### src/rtl/mgmt_pkg.sv
`timescale 1ns / 1ps
package mgmt_pkg;

   localparam int GROUP_ENTRIES   = 256;
   localparam int SLOTS_PER_GROUP = 64;
   localparam int GW              = $clog2(GROUP_ENTRIES);
   localparam int SW              = $clog2(SLOTS_PER_GROUP);
   localparam int AW              = $clog2(GROUP_ENTRIES * SLOTS_PER_GROUP);
   localparam int CW              = 7;
   localparam int IFW             = 32;
   localparam int KW              = 32;

   localparam logic OP_JOIN  = 1'b0;
   localparam logic OP_LEAVE = 1'b1;

   localparam logic REG_THRESHOLD = 1'b0;
   localparam logic REG_READY     = 1'b1;

   localparam logic [CW-1:0] THRESHOLD_RESET = 7'd8;

   typedef enum logic [2:0] {
      STAT_OK         = 3'd0,
      STAT_TABLE_FULL = 3'd1,
      STAT_SLOTS_FULL = 3'd2,
      STAT_NO_GROUP   = 3'd3,
      STAT_NO_SUB     = 3'd4
   } status_type;

   typedef enum logic [1:0] {
      SM_FREE,
      SM_MATCH,
      SM_USED
   } scan_mode_type;

   typedef enum logic [3:0] {
      S_IDLE,
      S_GSCAN,
      S_GFETCH,
      S_GLOAD,
      S_SSCAN,
      S_COMMIT,
      S_CHECK,
      S_OSCAN,
      S_RESULT
   } ctrl_state_type;

   typedef struct packed {
      logic          load;
      logic          gscan;
      logic          alloc;
      logic          miss;
      logic          gload;
      logic          sclr;
      logic          sscan;
      scan_mode_type smode;
      logic          commit;
      logic          fail;
      logic          emit;
   } dp_cmd_type;

   typedef struct packed {
      logic op_leave;
      logic ghit;
      logic gfree;
      logic gdone;
      logic sfound;
      logic sdone;
      logic cnt_one;
      logic out_free;
   } dp_status_type;

endpackage

### src/rtl/mgmt_ctrl.sv
`timescale 1ns / 1ps
module mgmt_ctrl (
   input  logic                   clock,
   input  logic                   reset,
   input  logic                   req_valid,
   output logic                   req_ready,
   input  mgmt_pkg::dp_status_type st,
   output mgmt_pkg::dp_cmd_type    cmd
);

   mgmt_pkg::ctrl_state_type state_ff, state_in;

   always_ff @(posedge clock) begin
      if (reset) begin
         state_ff <= mgmt_pkg::S_IDLE;
      end else begin
         state_ff <= state_in;
      end
   end

   always_comb begin
      state_in  = state_ff;
      cmd       = '0;
      cmd.smode = mgmt_pkg::SM_FREE;
      req_ready = 1'b0;
      case (state_ff)
         mgmt_pkg::S_IDLE: begin
            req_ready = 1'b1;
            if (req_valid) begin
               cmd.load = 1'b1;
               state_in = mgmt_pkg::S_GSCAN;
            end
         end
         mgmt_pkg::S_GSCAN: begin
            cmd.gscan = 1'b1;
            if (st.ghit) begin
               state_in = mgmt_pkg::S_GFETCH;
            end else if (st.gdone) begin
               if (!st.op_leave && st.gfree) begin
                  cmd.alloc = 1'b1;
                  cmd.sclr  = 1'b1;
                  state_in  = mgmt_pkg::S_SSCAN;
               end else begin
                  cmd.miss = 1'b1;
                  state_in = mgmt_pkg::S_RESULT;
               end
            end
         end
         mgmt_pkg::S_GFETCH: begin
            state_in = mgmt_pkg::S_GLOAD;
         end
         mgmt_pkg::S_GLOAD: begin
            cmd.gload = 1'b1;
            cmd.sclr  = 1'b1;
            state_in  = mgmt_pkg::S_SSCAN;
         end
         mgmt_pkg::S_SSCAN: begin
            cmd.sscan = 1'b1;
            cmd.smode = st.op_leave ? mgmt_pkg::SM_MATCH : mgmt_pkg::SM_FREE;
            if (st.sfound) begin
               state_in = mgmt_pkg::S_COMMIT;
            end else if (st.sdone) begin
               cmd.fail = 1'b1;
               cmd.sclr = 1'b1;
               state_in = mgmt_pkg::S_CHECK;
            end
         end
         mgmt_pkg::S_COMMIT: begin
            cmd.commit = 1'b1;
            cmd.sclr   = 1'b1;
            state_in   = mgmt_pkg::S_CHECK;
         end
         mgmt_pkg::S_CHECK: begin
            // a lone subscriber must be looked up for the result
            state_in = st.cnt_one ? mgmt_pkg::S_OSCAN : mgmt_pkg::S_RESULT;
         end
         mgmt_pkg::S_OSCAN: begin
            cmd.sscan = 1'b1;
            cmd.smode = mgmt_pkg::SM_USED;
            if (st.sfound || st.sdone) begin
               state_in = mgmt_pkg::S_RESULT;
            end
         end
         mgmt_pkg::S_RESULT: begin
            if (st.out_free) begin
               cmd.emit = 1'b1;
               state_in = mgmt_pkg::S_IDLE;
            end
         end
         default: begin
            state_in = mgmt_pkg::S_IDLE;
         end
      endcase
   end

endmodule

### config.mk
export PLATFORM = sky130hd
export DESIGN_NAME = mgmt_ctrl
export DESIGN_NICKNAME = d
export VERILOG_FILES = /design/src/rtl/mgmt_pkg.sv /design/src/rtl/mgmt_ctrl.sv
export SDC_FILE = /design/constraint.sdc
export NUM_CORES = 1
export LEC_CHECK = 0
export BUFFER_PORTS_ARGS = -buffer_cell sky130_fd_sc_hd__buf_2
export CAP_MARGIN = 20
export CORE_MARGIN = 3
export CORE_UTILIZATION = 35
export DETAILED_ROUTE_END_ITERATION = 8
export GPL_TIMING_DRIVEN = 0
export PLACE_DENSITY = 0.71
export SLEW_MARGIN = 30
export SYNTH_ARGS = -nofsm -noshare
export SYNTH_HDL_FRONTEND = slang
export SYNTH_SLANG_ARGS = --single-unit
export TNS_END_PERCENT = 1
### constraint.sdc
create_clock -name clock -period 2.05 [get_ports clock]
set_clock_uncertainty 0.05 [all_clocks]
set_input_delay 0.1025 -clock clock [delete_from_list [all_inputs] [get_ports clock]]
set_output_delay 0.1025 -clock clock [all_outputs]
set_load 0.05 [all_outputs]
==> impl_metrics.env, run 1 <==
export IMPL_grt_use_met3=0.04149
export IMPL_max_vdd_ir_drop_mv=0.5223
export IMPL_fin_util=0.5473
export IMPL_leakage_nw=0.3144
export IMPL_io_pins=24
export IMPL_drive_above_1_share=0.3978
export IMPL_cp_end_kind="output pin"
export IMPL_die_w_um=43.67
export IMPL_cp_data_arrival_time_ns=1.82
export IMPL_die_h_um=43.67
export IMPL_synthCells=67
export IMPL_initial_core_util=0.4084
export IMPL_synth_largest_area_cell="dfxtp_1"
export IMPL_cts_buffers=3
export IMPL_critPathMaxFanout=6
export IMPL_portBuffers=23
export IMPL_vias=577
export IMPL_drv_cap=0
export IMPL_hpwl_mm=1.038
export IMPL_antenna_cells=0
export IMPL_max_stage_delay_ns=0.54
export IMPL_yosys_warnings=0
export IMPL_clkSinkCount=4
export IMPL_synthesis_nets=78
export IMPL_power_density_mw_per_mm2=1390
export IMPL_setup_ws_ns=0.07522
export IMPL_grt_overflow_total=0
export IMPL_postCtsSetupRepairBufs=0
export IMPL_setup_violations=0
export IMPL_fmax_mhz=506.4
export IMPL_nets=106
export IMPL_start_kind="register"
export IMPL_synth_top_area_frac=0.1612
export IMPL_rows=12
export IMPL_largest_register_ffs=4
export IMPL_top_regs="state_ff (4)"
export IMPL_cpMaxStageDelayCell="or4b_4"
export IMPL_synth_area_leaders="dfxtp_1 16%, nor2_1 7.6%, nand2b_1 6.3%, mux2i_1 6.0%, nor2b_1 5.0%"
export IMPL_die_area_mm2=0.001907
export IMPL_synthDistinctLibCells=31
export IMPL_dr_pass1_iters=4
export IMPL_fin_crit_sh=0.9633
export IMPL_regMostFlops="state_ff"
export IMPL_place_ws_ns=0.3300
export IMPL_clk_latency_ns=0.25
export IMPL_r2r_start="state_ff[1]"
export IMPL_busiest_layer="met2"
export IMPL_period_minus_slack_ns=1.975
export IMPL_hold_start="reset"
export IMPL_drc=0
export IMPL_design_core_area_mm2=0.001216
export IMPL_grt_usage=0.1608
export IMPL_grt_pass1_wl_mm=2.352
export IMPL_syn2layout_area_growth_pct=34.01
export IMPL_holdPathEnd="state_ff[2]"
export IMPL_drtIter0Drc=22
export IMPL_met1_usage=0.2083
export IMPL_ys_seq_area_frac=0.1612
export IMPL_ant_nets=0
export IMPL_slew_viol_final=0
export IMPL_path_clk_slew_ns=0.04
export IMPL_synth_seq_cells=4
export IMPL_crit_chain="buf_6 -> or4b_4 -> nor2_1 -> nand2_1 -> o22ai_1 -> buf_2"
export IMPL_gp_congestion=0.7933
export IMPL_rr_endpoint="state_ff[0]"
export IMPL_mostFrequentLayoutCells="23 x buf_2, 10 x nor2_1, 5 x nand2b_1, 5 x nand2_1"
export IMPL_slew_headroom=0.7082
export IMPL_cts_buffer_depth=2
export IMPL_grt_max_degree=11
export IMPL_grt_pass1_vias=548
export IMPL_rrSetupSlack_ns=0.32
export IMPL_wire_per_inst_um=12.44
export IMPL_hp_class="input pin to register"
export IMPL_htreeDepth=1
export IMPL_worst_slew_pin_slew_ns=0.4377
export IMPL_worstSetupPathType="register to output pin"
export IMPL_reg2reg_depth=6
export IMPL_total_power_uw=925.1
export IMPL_syn_cell_area_um2=496.7
export IMPL_gr_usage_met2=0.2558
export IMPL_crit_required_ns=1.90
export IMPL_hold_viol=0
export IMPL_rsz0062_at_grt="false"
export IMPL_whs_path_depth=3
export IMPL_cts_tree="built"
export IMPL_syn_area_per_cell_um2=7.414
export IMPL_wirelength_mm=1.331
export IMPL_outcome="finished clean"
export IMPL_vias_per_cell=5.393
export IMPL_antenna_found_initial=0
export IMPL_cts_root_buffer="clkbuf_4"
export IMPL_final_common_cell="buf_2"
-- synth_stat cells --
master	count
nor4b_1	1
a22oi_2	1
nand2b_1	5
nand2_1	5
o311ai_0	1
a31o_1	1
nor2b_4	1
clkbuf_1	4
and2_1	1
nor2_1	10
o311a_1	1
nor3b_1	3
xor2_1	1
a2111oi_0	1
inv_1	2
nor2b_1	4
a21oi_1	2
nor3_1	2
nor4_4	1
o32ai_1	1
or4b_4	1
mux2i_1	3
o22ai_1	1
inv_2	2
o21ai_0	2
buf_6	1
mux2_4	1
nand3b_1	1
dfxtp_1	4
a311oi_1	1
nor4_1	2
-- where the power goes --
part | total [mW] | switching, mW | leakage [nW] | internal, mW
Combinational | 0.692 | 0.455 | 0.268 | 0.237
Sequential | 0.131 | 0.0272 | 0.0327 | 0.104
Clock | 0.102 | 0.0365 | 0.0138 | 0.0657
-- final cells by class --
class,instances,area [um^2]
flip-flops and latches,4,80.08
clock buffers,3,22.52
repair buffers,23,115.1
well taps,14,17.52
inverters,4,15.01
fillers,132,550.5
multi-input cells,54,387.9
plain buffers,5,27.53
-- how the worst max path moves through the flow --
| stage | startpoint | end | slack, ns | cells after the start |
|---|---|---|---|---|
| floorplan | state_ff[3] | cmd[0] | -0.29 | 3 |
| finish | state_ff[1] | cmd[6] | 0.08 | 6 |
| detailed placement | state_ff[1] | state_ff[0] | 0.33 | 6 |
| global placement | state_ff[1] | state_ff[0] | 0.34 | 6 |
| global route | state_ff[0] | cmd[6] | 0.006 | 5 |
| CTS | state_ff[1] | cmd[6] | 0.07 | 6 |
-- per-layer routing --
| layer | wire [um] | part of all wire |
|---|---|---|
| met1 | 584 | 0.44 |
| met3 | 80 | 0.060 |
| met4 | 16 | 0.012 |
| met2 | 649 | 0.49 |
| met5 | 0 | 0 |
-- metrics by stage --
stage	hold slack, ns	std cells	TNS, ns	instance area (um^2)
floorplan	0.2190	67	-0.6348	509.2
global placement	0.4100	104	0	641.9
detailed placement	0.4115	104	0	641.9
CTS	0.1492	107	0	664.4
global route	0.1789	107	0	665.6
finish	0.1645	107	0	665.6
-- cell families (layout without fill, tap and decap cells) --
logic type | after synthesis | after routing | share of synthesized area
xor+xnor | 1 | 1 | 0.01764
simple gates | 37 | 37 | 0.4610
compound gates | 12 | 12 | 0.1864
mux | 4 | 4 | 0.09067
buf+inv | 9 | 35 | 0.08312
flops | 4 | 4 | 0.1612
-- what timing repair did --
action	4_1_cts	5_1_grt
endpoints found under the hold margin	0	0
resized for setup	0	2
setup endpoints to repair	0	1
hold buffers	0	0
-- worst max-delay path, delay by kind of cell, from the launching register on --
kind / cells / cell delay (ns)
and+or+nand+nor: 3 / 0.73
buffers and inverters: 2 / 0.41
DFF: 1 / 0.30
AOI/OAI and AO/OA: 1 / 0.14
(Power assumes the default switching activity.)
==> inputs of run 2 (changes only) <==
- clock period: 2.05 -> 2.51 ns (I/O delays scaled with it)
==> run 2 against run 1 <==
Worst setup slack gained 0.45 ns; global-route usage shrank 1.4 points; via count shrank 0.69%; sequential power shrank 18%; sequential share of layout area grew 0.14 points; combinational power shrank 18%; clock-buffer cell count is the same; sequential cell count is the same; utilization shrank 0.62 points; total power shrank 19%; critical endpoint unchanged.
==> impl_metrics.env, run 2 (same netlist as run 1, synthesis figures left out) <==
export IMPL_outcome="finished clean"
export IMPL_grt_max_degree=11
export IMPL_start_kind="register"
export IMPL_power_density_mw_per_mm2=1140
export IMPL_cts_hold_buf=0
export IMPL_nets=106
export IMPL_final_common_cell="buf_2"
export IMPL_worstSetupPathType="register to output pin"
export IMPL_hold_viol=0
export IMPL_placedCellCount=104
export IMPL_drc=0
export IMPL_setup_ws_ns=0.5216
export IMPL_clkSinkCount=4
export IMPL_cpMaxStageDelayCell="or4b_4"
export IMPL_vias=573
export IMPL_cts_buffers=3
export IMPL_slew_headroom=0.6738
export IMPL_dr_pass1_iters=2
export IMPL_grt_pass1_vias=504
export IMPL_drive_above_1_share=0.3763
export IMPL_vias_per_cell=5.355
export IMPL_drtIter0Drc=8
export IMPL_path_clk_slew_ns=0.04
export IMPL_cp_end_kind="output pin"
export IMPL_p_int_uw=329.1
export IMPL_p_switching_uw=420.9
export IMPL_antenna_cells=0
export IMPL_mostFrequentLayoutCells="23 x buf_2, 10 x nor2_1, 5 x nand2b_1, 5 x nand2_1"
export IMPL_largest_register_ffs=4
export IMPL_timing_critical_path_buf_inv=2
export IMPL_rows=12
export IMPL_hp_class="input pin to register"
export IMPL_fmax_mhz=502.9
export IMPL_antenna_found_initial=0
export IMPL_cp_data_arrival_time_ns=1.81
export IMPL_switching_share=0.5612
export IMPL_grt_pass1_wl_mm=2.159
export IMPL_grt_overflow_total=0
export IMPL_portBuffers=23
export IMPL_postCtsSetupRepairBufs=0
export IMPL_placed_cell_area_um2=635.6
export IMPL_syn2layout_area_growth_pct=32.49
export IMPL_setup_violations=0
export IMPL_cts_root_buffer="clkbuf_4"
export IMPL_rsz0062_at_grt="false"
export IMPL_worst_slew_pin_slew_ns=0.4893
export IMPL_io_pins=24
export IMPL_wire_per_inst_um=12.14
export IMPL_wirelength_mm=1.299
export IMPL_p_comb_frac=0.752
export IMPL_place_ws_ns=0.7624
export IMPL_design_core_area_mm2=0.001216
export IMPL_final_cell_area_um2=658.1
export IMPL_critPathTopFamily="simple AND/OR/NAND/NOR gates"
export IMPL_die_area_mm2=0.001907
export IMPL_cts_resized=0
export IMPL_fin_crit_sh=0.7922
export IMPL_die_h_um=43.67
export IMPL_slew_viol_final=0
export IMPL_clk_latency_ns=0.23
export IMPL_initial_core_util=0.4084
export IMPL_cts_tree="built"
export IMPL_max_vdd_ir_drop_mv=0.4711
export IMPL_critPathMaxFanout=6
export IMPL_top_regs="state_ff (4)"
export IMPL_period_minus_slack_ns=1.988
export IMPL_hpwl_mm=1.029
export IMPL_seq_power_share=0.143
export IMPL_crit_required_ns=2.33
export IMPL_max_stage_delay_ns=0.54
export IMPL_cts_buffer_depth=2
export IMPL_regMostFlops="state_ff"
export IMPL_instances_no_fill=107
export IMPL_leakage_nw=0.3096
export IMPL_crit_chain="buf_6 -> or4b_4 -> nor2_1 -> nand2_1 -> o22ai_1 -> buf_2"
export IMPL_grt_usage=0.1473
export IMPL_htreeDepth=1
export IMPL_die_w_um=43.67
export IMPL_gp_congestion=0.8102
export IMPL_ant_nets=0
export IMPL_drv_cap=0
export IMPL_clkPwrFrac=0.105
export IMPL_tns_ns=0
run 2: area by class of cell:
type                    instances  area, um^2
well taps                      14       17.52
fillers                       123       558.0
inverters                       4       15.01
plain buffers                   5       26.28
flip-flops and latches          4       80.08
repair buffers                 23       115.1
multi-input cells              54       381.6
clock buffers                   3       22.52
run 2: routing by layer:
metal | vias up | track usage | routed length [um]
met5 | - | 0 | 0
met4 | 0 | 0.01807 | 0
met3 | 0 | 0.05809 | 83
met2 | 15 | 0.2238 | 595
met1 | 262 | 0.2005 | 619
li1 | 296 | - | -
run 2: final timing paths:
check | start | endpoint | slack, ns | depth (start not counted)
worst max-delay path | state_ff[1] | cmd[6] | 0.52 | 6
worst min-delay path | reset | state_ff[2] | 0.19 | 3
worst max register to register | state_ff[1] | state_ff[0] | 0.78 | 6
worst min register to register | state_ff[2] | state_ff[2] | 0.77 | 3
run 2: worst reg2reg max path: cells and delay by family (launching register included):
family | cells | cell delay, ns
simple gates | 2 | 0.69
flops | 1 | 0.30
mux | 1 | 0.30
buf+inv | 2 | 0.20
compound gates | 1 | 0.07
run 2: per-stage QoR:
stage	util	power, mW	hold WS (ns)
2_1_floorplan	-	0.5649	0.2420
3_3_place_gp	0.5226	0.6657	0.4319
3_5_place_dp	0.5226	0.6715	0.4341
4_1_cts	0.5412	0.7539	0.1860
5_1_grt	0.5412	0.8020	0.2085
6_report	0.5412	0.7500	0.1887
run 2: power groups by stage:
stage / clock network [mW] / logic [mW] / registers [mW]
after floorplan: 0 / 0.463 / 0.102
after global placement: 0 / 0.558 / 0.108
after detailed placement: 0 / 0.563 / 0.108
after CTS: 0.0823 / 0.564 / 0.107
after global routing: 0.0894 / 0.602 / 0.111
final: 0.0788 / 0.564 / 0.107
